<file path="src/design/gcd_pkg.sv">
// Shared constants, types and small functions for the great circle distance pipeline.
// Used by every cell module and by great_circle_distance_top; no dependencies.
package gcd_pkg;

	// Pipeline shape
	localparam int ROT_CELLS  = 30;
	localparam int SQRT_CELLS = 32;
	localparam int VEC_CELLS  = 30;
	localparam int LANES      = 4;
	localparam int DEPTH      = 5 + ROT_CELLS + 4 + SQRT_CELLS + VEC_CELLS + 2;

	// Coordinate bounds, degrees scaled by 65536
	localparam int signed LAT_LIM = 5898240;
	localparam int signed LON_LIM = 11796480;

	// Degrees to radians: floor(floor(pi * 2^44) / 180), split for two narrow products
	localparam logic [38:0] RADK    = 39'(48'h3243F6A8885A / 48'd180);
	localparam logic [19:0] RADK_LO = RADK[19:0];
	localparam logic [18:0] RADK_HI = RADK[38:20];

	// Q30 constants
	localparam logic [30:0] ONE_Q30     = 31'h4000_0000;
	localparam logic [32:0] PI_Q30      = 33'd3373259426;
	localparam logic [32:0] HALF_PI_Q30 = 33'd1686629713;
	localparam logic [32:0] INV_GAIN    = 33'd652032874;

	// Twice the Earth radius in km, and the largest distance
	localparam logic [13:0] DIAM_KM  = 14'd12742;
	localparam logic [14:0] DIST_MAX = 15'd20016;

	// Rotation CORDIC state
	typedef struct packed {
		logic signed [32:0] x;
		logic signed [32:0] y;
		logic signed [32:0] z;
	} gcd_rot_t;

	// Vectoring CORDIC state
	typedef struct packed {
		logic signed [33:0] x;
		logic signed [33:0] y;
		logic signed [32:0] z;
	} gcd_vec_t;

	// Digit-by-digit square root state
	typedef struct packed {
		logic [63:0] n;
		logic [63:0] r;
	} gcd_sqrt_t;

	// Per-stage control carried beside the payload
	typedef struct packed {
		logic valid;
		logic err;
	} gcd_side_t;

	// atan(2^-i) in Q30
	function automatic logic [29:0] atan_step(input logic [4:0] i);
		logic [29:0] a;
		case (i)
			5'd0:    a = 30'd843314857;
			5'd1:    a = 30'd497837829;
			5'd2:    a = 30'd263043837;
			5'd3:    a = 30'd133525159;
			5'd4:    a = 30'd67021687;
			5'd5:    a = 30'd33543516;
			5'd6:    a = 30'd16775851;
			5'd7:    a = 30'd8388437;
			5'd8:    a = 30'd4194283;
			5'd9:    a = 30'd2097149;
			5'd10:   a = 30'd1048576;
			default: a = 30'(31'd1 << (5'd30 - i));
		endcase
		return a;
	endfunction

	// Trial bit of square root step i: 2^(62 - 2i)
	function automatic logic [63:0] sqrt_bit(input logic [4:0] i);
		logic [6:0] sh;
		sh = 7'd62 - {1'b0, i, 1'b0};
		return 64'd1 << sh;
	endfunction

endpackage

</file>
<file path="src/design/gcd_vec_cell.sv">
// One vectoring-mode CORDIC step (atan2), registered.
// Depends on gcd_pkg for the state type and the atan table.
module gcd_vec_cell import gcd_pkg::*; (
	input  logic     clk,
	input  logic     en,
	input  logic [4:0] step,
	input  gcd_vec_t d,
	output gcd_vec_t q
);

	gcd_vec_t cell_q;
	gcd_vec_t nxt;
	logic signed [33:0] dx, dy;
	logic signed [32:0] a;

	// Rotate the vector toward the x axis, accumulate the angle
	always_comb begin
		dx = $signed(d.y) >>> step;
		dy = $signed(d.x) >>> step;
		a  = $signed({3'b000, atan_step(step)});
		if (!d.y[33]) begin
			nxt.x = d.x + dx;
			nxt.y = d.y - dy;
			nxt.z = d.z + a;
		end else begin
			nxt.x = d.x - dx;
			nxt.y = d.y + dy;
			nxt.z = d.z - a;
		end
	end

	// Advance to the neighbor
	always_ff @(posedge clk) begin
		if (en) begin
			cell_q <= nxt;
		end
	end

	assign q = cell_q;

endmodule

</file>
<file path="config.mk">
export PLATFORM = sky130hd
export DESIGN_NAME = gcd_vec_cell
export DESIGN_NICKNAME = d
export VERILOG_FILES = /design/src/design/gcd_pkg.sv /design/src/design/gcd_vec_cell.sv
export SDC_FILE = /design/constraint.sdc
export NUM_CORES = 1
export LEC_CHECK = 0
export BUFFER_PORTS_ARGS = -buffer_cell sky130_fd_sc_hd__buf_2
export CORE_MARGIN = 10
export CORE_UTILIZATION = 55
export CTS_CLUSTER_DIAMETER = 200
export DETAILED_ROUTE_END_ITERATION = 6
export PLACE_DENSITY = 0.8
export SETUP_SLACK_MARGIN = 0.1
export SKIP_LAST_GASP = 1
export SLEW_MARGIN = 25
export SYNTH_ARGS = -nofsm -noshare
export SYNTH_HDL_FRONTEND = slang
export SYNTH_SLANG_ARGS = --single-unit
</file>
<file path="constraint.sdc">
create_clock -name clk -period 7.4 [get_ports clk]
set_clock_uncertainty 0.1 [all_clocks]
set_input_delay 1.11 -clock clk [delete_from_list [all_inputs] [get_ports clk]]
set_output_delay 1.11 -clock clk [all_outputs]
set_load 0.01 [all_outputs]
</file>
======== Word level (Yosys, flattened, before mapping) ========
Index checks and enable logic that the tools add are counted.
cells by class
  multiplexer cells ....................... 2
  divide/modulo/power cells ............... 0
  equal/unequal tests ..................... 10
  magnitude comparators ................... 0
  $mul .................................... 0
  shift-type cells ........................ 3
  add/sub/neg operators ................... 7
  bitwise operators ....................... 0
  reductions and logical operators ........ 1
operators with widths
  kind                                              count
  case mux 30 bit (11 select lines)                 1
  2-to-1 mux 101 bit                                1
  adder 34 bit                                      2
  >>> shifter 34 x 5 -> 34 bit                      2
  subtractor 34 bit                                 2
  adder 33 x 31 -> 33 bit                           1
  subtractor 33 x 31 -> 33 bit                      1
  left shift 1 x 5 -> 30 bit, first input constant  1
  == test 5 x 3 -> 1 bit, second input constant     4
  == test 5 x 4 -> 1 bit, second input constant     3
  == test 5 x 2 -> 1 bit, second input constant     2
  == test 5 x 1 -> 1 bit, second input constant     1
  zero test 5 bit                                   1
  subtractor 5 bit, first input constant            1
word-level totals
  input bits .............................. 108
  logic and storage cells ................. 26
  register bits ........................... 101
  output and inout bits ................... 101
  memories ................................ 0
  memory bits (writable) .................. 0
  memory bits (read-only) ................. 0
  latch bits .............................. 0

======== Longest topological paths before layout ========
Gate-level depths: netlist of the first run.
  depth in word-level cells ............... 5
  depth in mapped cells ................... 31
  gate-level depth less buffers ........... 23

======== Least setup slack after synthesis of the first run ========
Ideal clock, no wire load.
  path kind ............................... input -> register
  from .................................... input step[4]
  to ...................................... register cell_q (netlist bit q[29]) (data pin)
  buffers on the path ..................... 10
  slack ................................... 0.194 ns
  stages on the path ...................... 29
  library setup time ...................... 0.260 ns
  arrival time ............................ 6.846 ns
  required time ........................... 7.040 ns
  cells stage by stage .................... clkbuf_1 > buf_1 > buf_2 > buf_2 > buf_2 > clkbuf_1 > buf_2 > clkbuf_1 > clkbuf_1 > clkbuf_1 > o22ai_1 > inv_1 > ha_1 > a31oi_1 > a31o_2 > a41o_1 > a31o_2 > xor2_1 > ha_1 > nand4_1 > o31a_1 > o211ai_1 > a22o_1 > a31o_2 > nor3_1 > o31ai_1 > a21o_1 > a21oi_1 > xnor2_1
RTL lines
  element                 RTL line            RTL
  start: declaration      gcd_vec_cell.sv:6   input logic [4:0] step,
  end signal: assignment  gcd_vec_cell.sv:35  cell_q <= nxt;
  end: declaration        gcd_vec_cell.sv:11  gcd_vec_t cell_q;

==> impl_metrics.sql, run 1 <==
INSERT INTO impl_metrics (metric_group, metric, value, unit) VALUES
('status', 'outcome', 'finished, final reports clean', ''),
('power_and_ir_drop', 'power.share.clock', '0.152', ''),
('power_and_ir_drop', 'internal-power', '0.00198', 'W'),
('cells_and_area', 'ff_latch_area', '0.00303', 'mm²'),
('cells_and_area', 'count_of_fill_cells_added_during_filler_insertion', '2513', ''),
('worst_setup_path', 'path_buf_inv', '7', ''),
('power_and_ir_drop', 'power.share.combinational', '0.591', ''),
('timing', 'max_freq', '0.144', 'GHz'),
('cells_and_area', 'layout.core_utilization', '0.634', ''),
('placed_design', 'port_buffers', '208', ''),
('power_and_ir_drop', 'cellPowerDensity', '189', 'mW/mm²'),
('worst_hold_path', 'hold-path-cell-count', '2', ''),
('worst_hold_path', 'min_delay_endpoint', 'q[33]', ''),
('logic_synthesis', 'proportion_of_synthesized_chip_area_in_sequential_cells', '0.189', ''),
('cells_and_area', 'most-common-layout-cells', 'sky130_fd_sc_hd__buf_2, sky130_fd_sc_hd__a21oi_1, sky130_fd_sc_hd__nor2_1, sky130_fd_sc_hd__nand2_1, sky130_fd_sc_hd__buf_4', ''),
('routing', 'ant_nets', '0', ''),
('logic_synthesis', 'postSynthCellCount', '1817', ''),
('timing', 'timing.final.crit_period', '6.95', 'ns'),
('timing', 'worst_slew_margin_rel', '0.311', ''),
('worst_setup_path', 'required', '7.42', 'ns'),
('timing', 'final.setup.worst_slack', '0.449', 'ns'),
('cells_and_area', 'area_growth_from_synthesis_to_layout', '13.6', '%'),
('job', 'timing.max_cap.violations', '0', ''),
('clock_tree', 'cts_tree', 'built', ''),
('logic_synthesis', 'synth-main-ff-cell', 'sky130_fd_sc_hd__edfxtp_1', ''),
('logic_synthesis', 'syn_area_per_cell', '8.84', 'µm²'),
('cells_and_area', 'multi_input_comb_area', '0.0122', 'mm²'),
('worst_setup_path', 'max_stage_delay', '0.74', 'ns'),
('logic_synthesis', 'yosysWarnings', '0', ''),
('routing', 'post-route-drc-count', '0', ''),
('clock_tree', 'post-cts-setup-buffer-count', '0', ''),
('routing', 'avgRoutedWirePerCell', '27.2', 'µm'),
('floorplanning', 'die_y', '191', 'µm'),
('power_and_ir_drop', 'power_leakage', '7.54', 'nW'),
('routing', 'wl', '66.2', 'mm'),
('clock_tree', 'cts_root_buf', 'sky130_fd_sc_hd__clkbuf_16', ''),
('worst_setup_path', 'worst_setup_path_type', 'primary input to register', ''),
('cells_and_area', 'stdcell_area', '0.0183', 'mm²'),
('cells_and_area', 'largest_register_ffs', '101', ''),
('worst_setup_path', 'worst-path-max-fanout', '46', ''),
('clock_tree', 'max-clock-path-buffers', '2', ''),
('timing', 'rsz0062_at_grt', 'no', ''),
('floorplanning', 'die-area', '0.0365', 'mm²'),
('placed_design', 'detailedPlacementHpwl', '52.2', 'mm'),
('worst_hold_path', 'holdCritPathClass', 'primary input to register', ''),
('worst_setup_path', 'critPathLaunchType', 'primary input', ''),
('floorplanning', 'dieWidth', '191', 'µm'),
('logic_synthesis', 'postSynthNetCount', '2029', ''),
('placed_design', 'dpl-instance-area', '0.0179', 'mm²'),
('worst_setup_path', 'critPathArrivalTime', '6.97', 'ns'),
('clock_tree', 'htreeDepth', '3', ''),
('timing', 'finalSetupTns', '0', 'ns'),
('logic_synthesis', 'synth.ff_latch_count', '101', ''),
('timing', 'tightestPinTransition', '1.03', 'ns'),
('floorplanning', 'placeableCoreArea', '0.0288', 'mm²'),
('clock_tree', 'cts_inserted_buffers', '9', ''),
('worst_hold_path', 'hold_path.startpoint', 'd[33]', ''),
('logic_synthesis', 'synth_edf_count', '101', ''),
('power_and_ir_drop', 'irDropWorstVdd', '0.000165', 'V'),
('worst_setup_path', 'critPathMostFrequentCell', 'sky130_fd_sc_hd__buf_4', ''),
('global_routing', 'antenna_found_initial', '1', ''),
('timing', 'finalHoldViolations', '0', ''),
('worst_setup_path', 'critical_path.slowest_cell', 'sky130_fd_sc_hd__a221oi_1', ''),
('global_routing', 'globalRouteTotalUtil', '0.351', ''),
('cells_and_area', 'design.final.nets', '2258', ''),
('global_routing', 'grt_max_degree', '92', ''),
('timing', 'fin_crit_sh', '0.939', ''),
('floorplanning', 'row_count', '62', ''),
('logic_synthesis', 'syn_area', '0.0161', 'mm²'),
('global_routing', 'vias_in_the_first_global_route', '16331', ''),
('cells_and_area', 'layout.cells.most_common', 'sky130_fd_sc_hd__buf_2', '');
## cell families (layout without fill, tap and decap cells)
family	Yosys count	in the layout	synth area share
flip-flops	101	101	0.189
AND/OR/NAND/NOR	496	496	0.151
multiplexers	169	169	0.179
adder cells (fa/ha/maj)	104	104	0.0824
XOR/XNOR	153	153	0.0839
buffers and inverters	161	394	0.0519
AO/OA/AOI/OAI	633	633	0.263
## power groups by stage
stage	registers, W	clock network, W	logic [W]
2_1_floorplan	0.000986	0	0.00121
3_3_place_gp	0.000891	0	0.00193
3_5_place_dp	0.000898	0	0.00197
4_1_cts	0.000889	0.000533	0.00199
5_1_grt	0.000904	0.000551	0.00218
6_report	0.000886	0.000526	0.00204
## final cells by class
type | count | share of cell area
clock inverter | 5 | 0.00418
sequential | 101 | 0.166
multi-input combinational | 1555 | 0.669
clock buffer | 10 | 0.0125
timing repair buffer | 329 | 0.112
tap | 384 | 0.0263
inverter | 50 | 0.0103
## metal layers
layer	up-vias	routed length [µm]	track usage
met3	134	7600	0.0776
li1	7500	-	-
met4	2	2130	0.113
met5	-	13	0
met2	1193	29200	0.535
met1	8179	27200	0.485
## how the worst max path moves through the flow
stage / slack (ns) / end / depth (start not counted) / start
floorplan: 0.19 / q[29] / 29 / step[4]
global placement: 0.24 / q[99] / 20 / step[1]
detailed placement: 0.15 / q[32] / 25 / step[1]
CTS: 0.54 / q[32] / 25 / step[1]
global route: 0.12 / q[99] / 22 / step[0]
finish: 0.45 / q[32] / 25 / step[1]
## through the flow
stage               hold WS [ns]  cells  total power (W)
floorplan                   1.12   1817          0.00220
global placement            1.38   2419          0.00282
detailed placement          1.38   2419          0.00287
CTS                        0.986   2434          0.00341
global route               0.999   2434          0.00364
finish                     0.996   2434          0.00345
## cells in the mapped netlist, types with 15 or more instances
master | n | area (µm²)
sky130_fd_sc_hd__o21ai_0 | 112 | 561
sky130_fd_sc_hd__a211oi_1 | 22 | 165
sky130_fd_sc_hd__a31oi_1 | 21 | 131
sky130_fd_sc_hd__xnor2_1 | 95 | 832
sky130_fd_sc_hd__a21o_1 | 55 | 413
sky130_fd_sc_hd__a21oi_1 | 171 | 856
sky130_fd_sc_hd__inv_1 | 47 | 176
sky130_fd_sc_hd__nand3_1 | 36 | 180
sky130_fd_sc_hd__nand2_1 | 129 | 484
sky130_fd_sc_hd__mux2i_1 | 53 | 531
sky130_fd_sc_hd__nand2b_1 | 24 | 150
sky130_fd_sc_hd__ha_1 | 101 | 1260
sky130_fd_sc_hd__o22ai_1 | 32 | 200
sky130_fd_sc_hd__nor3_1 | 25 | 125
sky130_fd_sc_hd__buf_2 | 24 | 120
sky130_fd_sc_hd__clkbuf_1 | 44 | 165
sky130_fd_sc_hd__edfxtp_1 | 101 | 3030
sky130_fd_sc_hd__nor2b_1 | 16 | 100
sky130_fd_sc_hd__o211ai_1 | 25 | 188
sky130_fd_sc_hd__o21a_1 | 29 | 218
sky130_fd_sc_hd__nor2_1 | 164 | 616
sky130_fd_sc_hd__mux4_2 | 75 | 1690
sky130_fd_sc_hd__a221oi_1 | 15 | 131
sky130_fd_sc_hd__a22oi_1 | 15 | 113
sky130_fd_sc_hd__mux2_2 | 28 | 315
sky130_fd_sc_hd__xor2_1 | 57 | 499
## what timing repair did
| item | CTS | global route |
|---|---|---|
| hold buffers | 0 | 0 |
| resized for setup | 0 | 2 |
| setup endpoints to repair | 0 | 4 |
Note: power is estimated with default switching activity, not from simulation.
==> inputs of run 2 (changes only) <==
Settings changed: ABC_AREA set to 1.
==> run 2 against run 1 <==
Effect of this change: the flow now finishes with violations (DRC); design area decreased by 7.4%; utilization decreased by 2.6 points; setup slack improved by 0.74 ns; final cell count increased by 26%; worst hold slack improved by 0.0064 ns; combinational power decreased by 8%; via count increased by 8.3%; sequential power increased by 1%; die area decreased by 3.1%; critical path type unchanged; critical endpoint is now q[100].
==> impl_metrics.sql, run 2 <==
INSERT INTO impl_metrics (metric_group, metric, value, unit) VALUES
('status', 'outcome', 'complete, but fails checks', ''),
('status', 'failed_checks', 'DRC', ''),
('floorplanning', 'placeableCoreArea', '0.0278', 'mm²'),
('logic_synthesis', 'synth_top_cells_by_count', 'sky130_fd_sc_hd__nand2_1, sky130_fd_sc_hd__nand3_1, sky130_fd_sc_hd__nor2_1', ''),
('worst_setup_path', 'max_stage_delay', '0.52', 'ns'),
('cells_and_area', 'area_growth_from_synthesis_to_layout', '8.93', '%'),
('floorplanning', 'die-area', '0.0353', 'mm²'),
('cells_and_area', 'drive_gt1_frac', '0.116', ''),
('logic_synthesis', 'postSynthNetCount', '2743', ''),
('logic_synthesis', 'muxShareOfSynthArea', '0', ''),
('worst_setup_path', 'worst-path-max-fanout', '52', ''),
('logic_synthesis', 'syn_area', '0.0155', 'mm²'),
('timing', 'tightestPinTransition', '1.05', 'ns'),
('timing', 'worst_slew_margin_rel', '0.299', ''),
('cells_and_area', 'design.final.nets', '2890', ''),
('placed_design', 'detailedPlacementHpwl', '47.4', 'mm'),
('clock_tree', 'sink_count_of_the_clock_tree', '101', ''),
('timing', 'finalHoldViolations', '0', ''),
('global_routing', 'gr_overflow_total', '0', ''),
('logic_synthesis', 'synthSimpleGateAreaFrac', '0.443', ''),
('cells_and_area', 'count_of_fill_cells_added_during_filler_insertion', '2723', ''),
('routing', 'dr.first_iter.drc_count', '2310', ''),
('floorplanning', 'design.portCount', '209', ''),
('clock_tree', 'htreeDepth', '3', ''),
('routing', 'avgRoutedWirePerCell', '19.1', 'µm'),
('timing', 'rsz0062_at_grt', 'no', ''),
('clock_tree', 'post-cts-setup-buffer-count', '0', ''),
('clock_tree', 'cts_root_buf', 'sky130_fd_sc_hd__clkbuf_16', ''),
('global_routing', 'globalRouteTotalUtil', '0.317', ''),
('timing', 'max_freq', '0.161', 'GHz'),
('logic_synthesis', 'synth_xor_xnor_area_share', '0.0813', ''),
('worst_setup_path', 'critPathLaunchType', 'primary input', ''),
('job', 'timing.max_cap.violations', '0', ''),
('logic_synthesis', 'ys_async_sr_fraction', '0', ''),
('worst_setup_path', 'cp-end-kind', 'register', ''),
('worst_setup_path', 'required', '7.43', 'ns'),
('worst_setup_path', 'critical_path.slowest_cell', 'sky130_fd_sc_hd__buf_4', ''),
('clock_tree', 'clk_transition_reported_paths', '0.08', 'ns'),
('worst_setup_path', 'critPathArrivalTime', '6.24', 'ns'),
('worst_setup_path', 'setup.worst_path.start', 'step[0]', ''),
('placed_design', 'port_buffers', '208', ''),
('routing', 'first_pass_iters', '7', ''),
('worst_hold_path', 'holdCritPathClass', 'primary input to register', ''),
('routing', 'ant_nets', '0', ''),
('placed_design', 'dpl.cell_count', '3045', ''),
('timing', 'timing.final.crit_period', '6.21', 'ns'),
('global_routing', 'grt_max_degree', '69', ''),
('floorplanning', 'die_y', '188', 'µm'),
('cells_and_area', 'layout.cells.most_common', 'sky130_fd_sc_hd__nand2_1', ''),
('logic_synthesis', 'synth-main-ff-cell', 'sky130_fd_sc_hd__edfxtp_1', ''),
('global_routing', 'vias_in_the_first_global_route', '17168', ''),
('timing', 'finalSetupTns', '0', 'ns'),
('worst_setup_path', 'worst_setup_path_type', 'primary input to register', ''),
('clock_tree', 'postCtsHoldBufs', '0', ''),
('cells_and_area', 'ff_latch_area', '0.00303', 'mm²'),
('logic_synthesis', 'most_numerous_cell_in_the_yosys_netlist', 'sky130_fd_sc_hd__nand2_1', ''),
('clock_tree', 'max-clock-path-buffers', '2', ''),
('cells_and_area', 'non_filler_instance_count_after_layout', '3062', ''),
('power_and_ir_drop', 'fin_total_pwr', '0.00328', 'W'),
('logic_synthesis', 'synth_top_cell_by_area', 'sky130_fd_sc_hd__nand2_1', ''),
('logic_synthesis', 'synth_compound_gate_area_share', '0.109', ''),
('power_and_ir_drop', 'irDropWorstVdd', '0.000129', 'V'),
('timing', 'fin_crit_sh', '0.840', ''),
('power_and_ir_drop', 'cellPowerDensity', '194', 'mW/mm²'),
('clock_tree', 'cts_tree', 'built', ''),
('logic_synthesis', 'synth.area.top_cells', 'sky130_fd_sc_hd__nand2_1, sky130_fd_sc_hd__edfxtp_1, sky130_fd_sc_hd__nand3_1, sky130_fd_sc_hd__ha_1, sky130_fd_sc_hd__xor2_1', ''),
('routing', 'via_per_instance_ratio', '6.02', ''),
('clock_tree', 'cts_inserted_buffers', '9', ''),
('logic_synthesis', 'synth.distinct_cells', '53', ''),
('routing', 'via_count', '18421', ''),
('clock_tree', 'cts_resized', '0', ''),
('floorplanning', 'floorplan.initialDensity', '0.559', ''),
('worst_setup_path', 'critPathMostFrequentCell', 'sky130_fd_sc_hd__nand2_1', ''),
('cells_and_area', 'largest_register_ffs', '101', ''),
('logic_synthesis', 'syn_area_per_cell', '6.13', 'µm²'),
('routing', 'post-route-drc-count', '17', ''),
('logic_synthesis', 'proportion_of_synthesized_chip_area_in_sequential_cells', '0.195', ''),
('logic_synthesis', 'synth_edf_count', '101', ''),
('global_routing', 'antenna_found_initial', '1', ''),
('timing', 'finalMaxSlewViolations', '0', ''),
('worst_setup_path', 'cp-endpoint', 'q[100]', ''),
('floorplanning', 'row_count', '61', ''),
('cells_and_area', 'multi_input_comb_area', '0.0112', 'mm²'),
('routing', 'wl', '58.4', 'mm'),
('logic_synthesis', 'synth.ff_latch_count', '101', ''),
('power_and_ir_drop', 'power_leakage', '8.60', 'nW'),
('logic_synthesis', 'synth_top_family_by_area', 'simple AND/OR/NAND/NOR gates', ''),
('logic_synthesis', 'yosysWarnings', '0', ''),
('placed_design', 'globalplace.congestion', '1.08', ''),
('logic_synthesis', 'post_synth_fa_ha_maj_area_fraction', '0.0853', ''),
('logic_synthesis', 'postSynthCellCount', '2531', ''),
('logic_synthesis', 'yosys.area.top_type_share', '0.199', ''),
('floorplanning', 'dieWidth', '188', 'µm'),
('global_routing', 'grt_first_pass_wirelength', '91.0', 'mm'),
('cells_and_area', 'most-common-layout-cells', 'sky130_fd_sc_hd__nand2_1, sky130_fd_sc_hd__nand3_1, sky130_fd_sc_hd__nor2_1, sky130_fd_sc_hd__buf_2, sky130_fd_sc_hd__inv_1', ''),
('timing', 'report.final.setup_viol', '0', '');
run 2: changes by cell type after synthesis, moves of 41 or more:
cell / previous run / this run
sky130_fd_sc_hd__nand2_1: 129 / 822
sky130_fd_sc_hd__nand3_1: 36 / 434
sky130_fd_sc_hd__inv_1: 47 / 193
sky130_fd_sc_hd__mux4_2: 75 / 0
sky130_fd_sc_hd__mux2i_1: 53 / 0
sky130_fd_sc_hd__nor2_1: 164 / 213
sky130_fd_sc_hd__xnor2_1: 95 / 51
sky130_fd_sc_hd__a21o_1: 55 / 14
run 2: worst min-delay path by stage:
stage	endpoint	start	depth (start not counted)
CTS	q[1]	d[1]	2
finish	q[1]	d[1]	2
floorplan	q[0]	en	0
global placement	q[1]	d[1]	2
global route	q[1]	d[1]	2
detailed placement	q[1]	d[1]	2
run 2: report_power, final:
group / total [W] / switching, W / internal [W] / leakage [nW]
clock: 0.000500 / 0.000267 / 0.000233 / 0.134
combinational: 0.00188 / 0.00124 / 0.000643 / 7.48
sequential: 0.000896 / 0.0000378 / 0.000858 / 0.988
run 2: through the flow:
step	cell area (µm²)	hold WS (ns)	setup WS, ns	util
after floorplan	15500	1.12	2.56	-
after global placement	16600	1.38	0.987	0.598
after detailed placement	16600	1.39	0.868	0.598
after CTS	16900	1.00	1.27	0.608
after global routing	16900	1.02	0.534	0.608
final	16900	1.00	1.19	0.608
run 2: critical path: cells and delay by family:
kind / cells / cell delay, ns
compound gates: 6 / 1.51
fa+ha+maj: 2 / 0.54
simple gates: 17 / 1.95
buf+inv: 5 / 1.10
run 2: area by class of cell:
cell class | instances | area share
diodes | 1 | 0.000148
clock buffers | 9 | 0.0133
well taps | 378 | 0.0280
multi-input cells | 2132 | 0.660
clock inverters | 7 | 0.00340
repair buffers | 225 | 0.0693
inverters | 209 | 0.0467
flip-flops and latches | 101 | 0.179
run 2: per-layer routing:
metal / GRT usage / vias to the layer above / part of all wire
li1: - / 8766 / -
met5: 0 / - / 0
met4: 0.156 / 0 / 0.050
met2: 0.497 / 1093 / 0.43
met1: 0.411 / 8412 / 0.42
met3: 0.0577 / 150 / 0.096
run 2: cell families after synthesis:
group | after synthesis
and+or+nand+nor | 1581
AOI/OAI and AO/OA | 303
buffers and inverters | 298
xor gates and xnor gates | 144
adders and majority gates | 104
DFF | 101
==> inputs of run 3 (changes only) <==
Clock period 7.4 ns to 5.06 ns, I/O delays scaled along.
==> run 3 against run 2 <==
Effect of this change: the flow now finishes without violations; design area up 8.3%; non-clock buffer count increased by 139; die area stayed put; first-iteration DRC count increased by 1.9%; routed wire length down 0.54%; global-route usage down 0.26 points; worst hold slack got worse by 0.34 ns; utilization rose by 5.1 points; flip-flop and latch count unchanged; clock power rose by 44%; sequential power increased by 45%; critical endpoint is now q[87]; largest cell class unchanged; highest routed layer unchanged.
==> impl_metrics.sql, run 3 (synthesized netlist as in run 2, its figures left out) <==
INSERT INTO impl_metrics (metric_group, metric, value, unit) VALUES
('worst_setup_path', 'worst_setup_path_type', 'primary input to register', ''),
('worst_setup_path', 'required', '5.08', 'ns'),
('cells_and_area', 'non_filler_instance_count_after_layout', '3200', ''),
('routing', 'dr.first_iter.drc_count', '2354', ''),
('power_and_ir_drop', 'irDropWorstVdd', '0.000206', 'V'),
('global_routing', 'grt_max_degree', '67', ''),
('placed_design', 'port_buffers', '208', ''),
('worst_setup_path', 'critPathMostFrequentCell', 'sky130_fd_sc_hd__nand2_1', ''),
('timing', 'max_freq', '0.212', 'GHz'),
('placed_design', 'detailedPlacementHpwl', '47.8', 'mm'),
('floorplanning', 'dieWidth', '188', 'µm'),
('cells_and_area', 'drive_gt1_frac', '0.168', ''),
('worst_setup_path', 'timing.critical_path.cells', 'buf_2 -> buf_12 -> nand3_1 -> nand3_1 -> nand2_1 -> nand2_1 -> nand3b_1 -> nand2_2 -> ha_1 -> nand2_2 -> nor2_1 -> nor2_1 -> xor2_1 -> ha_1 -> nand2_1 -> inv_1 -> a21boi_0 -> o21ai_0 -> a21boi_1 -> o21ai_0 -> nand2_1 -> nand2_1 -> xor2_1', ''),
('routing', 'wl', '58.1', 'mm'),
('routing', 'via_per_instance_ratio', '5.85', ''),
('floorplanning', 'die_y', '188', 'µm'),
('worst_setup_path', 'path_buf_inv', '3', ''),
('clock_tree', 'cts_inserted_buffers', '9', ''),
('routing', 'ant_nets', '0', ''),
('floorplanning', 'die-area', '0.0353', 'mm²'),
('worst_setup_path', 'timing.critical_path.max_delay_family', 'simple AND/OR/NAND/NOR gates', ''),
('clock_tree', 'postCtsHoldBufs', '0', ''),
('placed_design', 'dpl-instance-area', '0.0179', 'mm²'),
('timing', 'worst_slew_margin_rel', '0.496', ''),
('worst_setup_path', 'critical_path.slowest_cell', 'sky130_fd_sc_hd__o21ai_0', ''),
('cells_and_area', 'design.final.nets', '3029', ''),
('clock_tree', 'max-clock-path-buffers', '2', ''),
('clock_tree', 'cts_root_buf', 'sky130_fd_sc_hd__clkbuf_16', ''),
('cells_and_area', 'ff_latch_area', '0.00303', 'mm²'),
('routing', 'avgRoutedWirePerCell', '18.2', 'µm'),
('global_routing', 'grt_first_pass_wirelength', '90.9', 'mm'),
('cells_and_area', 'most-common-layout-cells', 'sky130_fd_sc_hd__nand2_1, sky130_fd_sc_hd__nand3_1, sky130_fd_sc_hd__nor2_1, sky130_fd_sc_hd__buf_2, sky130_fd_sc_hd__inv_1', ''),
('worst_setup_path', 'worst-path-max-fanout', '66', ''),
('power_and_ir_drop', 'power_leakage', '9.36', 'nW'),
('worst_hold_path', 'min_delay_endpoint', 'q[33]', ''),
('timing', 'report.final.setup_viol', '0', ''),
('worst_setup_path', 'cp-end-kind', 'register', ''),
('worst_setup_path', 'critPathLaunchType', 'primary input', ''),
('worst_hold_path', 'hold-path-cell-count', '2', ''),
('routing', 'post-route-drc-count', '0', ''),
('cells_and_area', 'layout.core_utilization', '0.659', ''),
('floorplanning', 'design.portCount', '209', ''),
('clock_tree', 'cts_tree', 'built', ''),
('floorplanning', 'floorplan.initialDensity', '0.559', ''),
('cells_and_area', 'count_of_fill_cells_added_during_filler_insertion', '2694', ''),
('global_routing', 'gr_overflow_total', '0', ''),
('job', 'timing.max_cap.violations', '0', ''),
('global_routing', 'antenna_found_initial', '2', ''),
('worst_setup_path', 'critPathArrivalTime', '4.73', 'ns'),
('cells_and_area', 'area_growth_from_synthesis_to_layout', '18.0', '%'),
('timing', 'fin_crit_sh', '0.931', ''),
('timing', 'whs', '0.658', 'ns'),
('global_routing', 'vias_in_the_first_global_route', '17474', ''),
('floorplanning', 'row_count', '61', ''),
('cells_and_area', 'multi_input_comb_area', '0.0113', 'mm²'),
('timing', 'finalHoldViolations', '0', ''),
('clock_tree', 'clk_transition_reported_paths', '0.07', 'ns'),
('worst_setup_path', 'max_stage_delay', '0.51', 'ns'),
('timing', 'finalMaxSlewViolations', '0', ''),
('placed_design', 'globalplace.congestion', '1.11', ''),
('status', 'outcome', 'finished, final reports clean', ''),
('worst_hold_path', 'holdCritPathClass', 'primary input to register', ''),
('cells_and_area', 'largest_register_ffs', '101', ''),
('placed_design', 'dpl.cell_count', '3183', ''),
('clock_tree', 'sink_count_of_the_clock_tree', '101', ''),
('floorplanning', 'placeableCoreArea', '0.0278', 'mm²'),
('timing', 'finalSetupTns', '0', 'ns'),
('worst_hold_path', 'hold_path.startpoint', 'd[33]', ''),
('timing', 'timing.final.crit_period', '4.71', 'ns'),
('power_and_ir_drop', 'cellPowerDensity', '274', 'mW/mm²'),
('cells_and_area', 'layout.cells.most_common', 'sky130_fd_sc_hd__nand2_1', ''),
('global_routing', 'globalRouteTotalUtil', '0.314', ''),
('timing', 'tightestPinTransition', '0.757', 'ns'),
('cells_and_area', 'stdcell_area', '0.0183', 'mm²'),
('routing', 'first_pass_iters', '7', ''),
('routing', 'via_count', '18716', ''),
('timing', 'rsz0062_at_grt', 'yes', ''),
('clock_tree', 'htreeDepth', '3', '');
## run 3: changes by cell type in the layout (fill, tap and decap cells not counted), sizes merged
| cell | previous run | this run |
|---|---|---|
| buf | 225 | 364 |
| clkinv | 3 | 0 |
| bufinv | 0 | 1 |
| clkinvlp | 2 | 3 |
| diode | 1 | 2 |
| inv | 211 | 210 |
## run 3: per-layer routing
layer  part of all wire  GRT usage  vias to the layer above
met5                  0          0                        -
met4              0.043      0.142                        0
met3              0.098     0.0597                      138
met2               0.44      0.500                     1044
met1               0.41      0.404                     8486
li1                   -          -                     9048
## run 3: final cells by class
class,count,area share
Antenna cell,2,0.000273
Multi-Input combinational cell,2132,0.617
Clock buffer,9,0.0123
Sequential cell,101,0.166
Tap cell,378,0.0258
Timing Repair Buffer,364,0.133
Inverter,209,0.0431
Clock inverter,5,0.00335
## run 3: through the flow
stage          setup WS [ns]  total power [W]
3_3_place_gp         -0.0524          0.00416
4_1_cts                0.353          0.00494
2_1_floorplan          0.574          0.00317
3_5_place_dp        -0.00110          0.00422
6_report               0.350          0.00502
5_1_grt               0.0615          0.00537
## run 3: how the worst max path moves through the flow
| stage | to | start | slack [ns] | cells after the start |
|---|---|---|---|---|
| 3_5_place_dp | q[66] | step[0] | -0.001 | 26 |
| 6_report | q[87] | step[1] | 0.35 | 23 |
| 4_1_cts | q[58] | step[0] | 0.35 | 26 |
| 3_3_place_gp | q[58] | step[0] | -0.05 | 26 |
| 5_1_grt | q[32] | step[0] | 0.06 | 29 |
| 2_1_floorplan | q[92] | step[1] | 0.57 | 27 |
## run 3: report_power, final
group	switching, W	internal (W)
combinational	0.00187	0.00113
sequential	0.0000498	0.00125
clock	0.000340	0.000380
total	0.00225	0.00277
## run 3: what timing repair did
item                                    4_1_cts  5_1_grt
endpoints found under the setup margin        0       21
gates resized for setup                       0       36
setup buffers                                 0        1
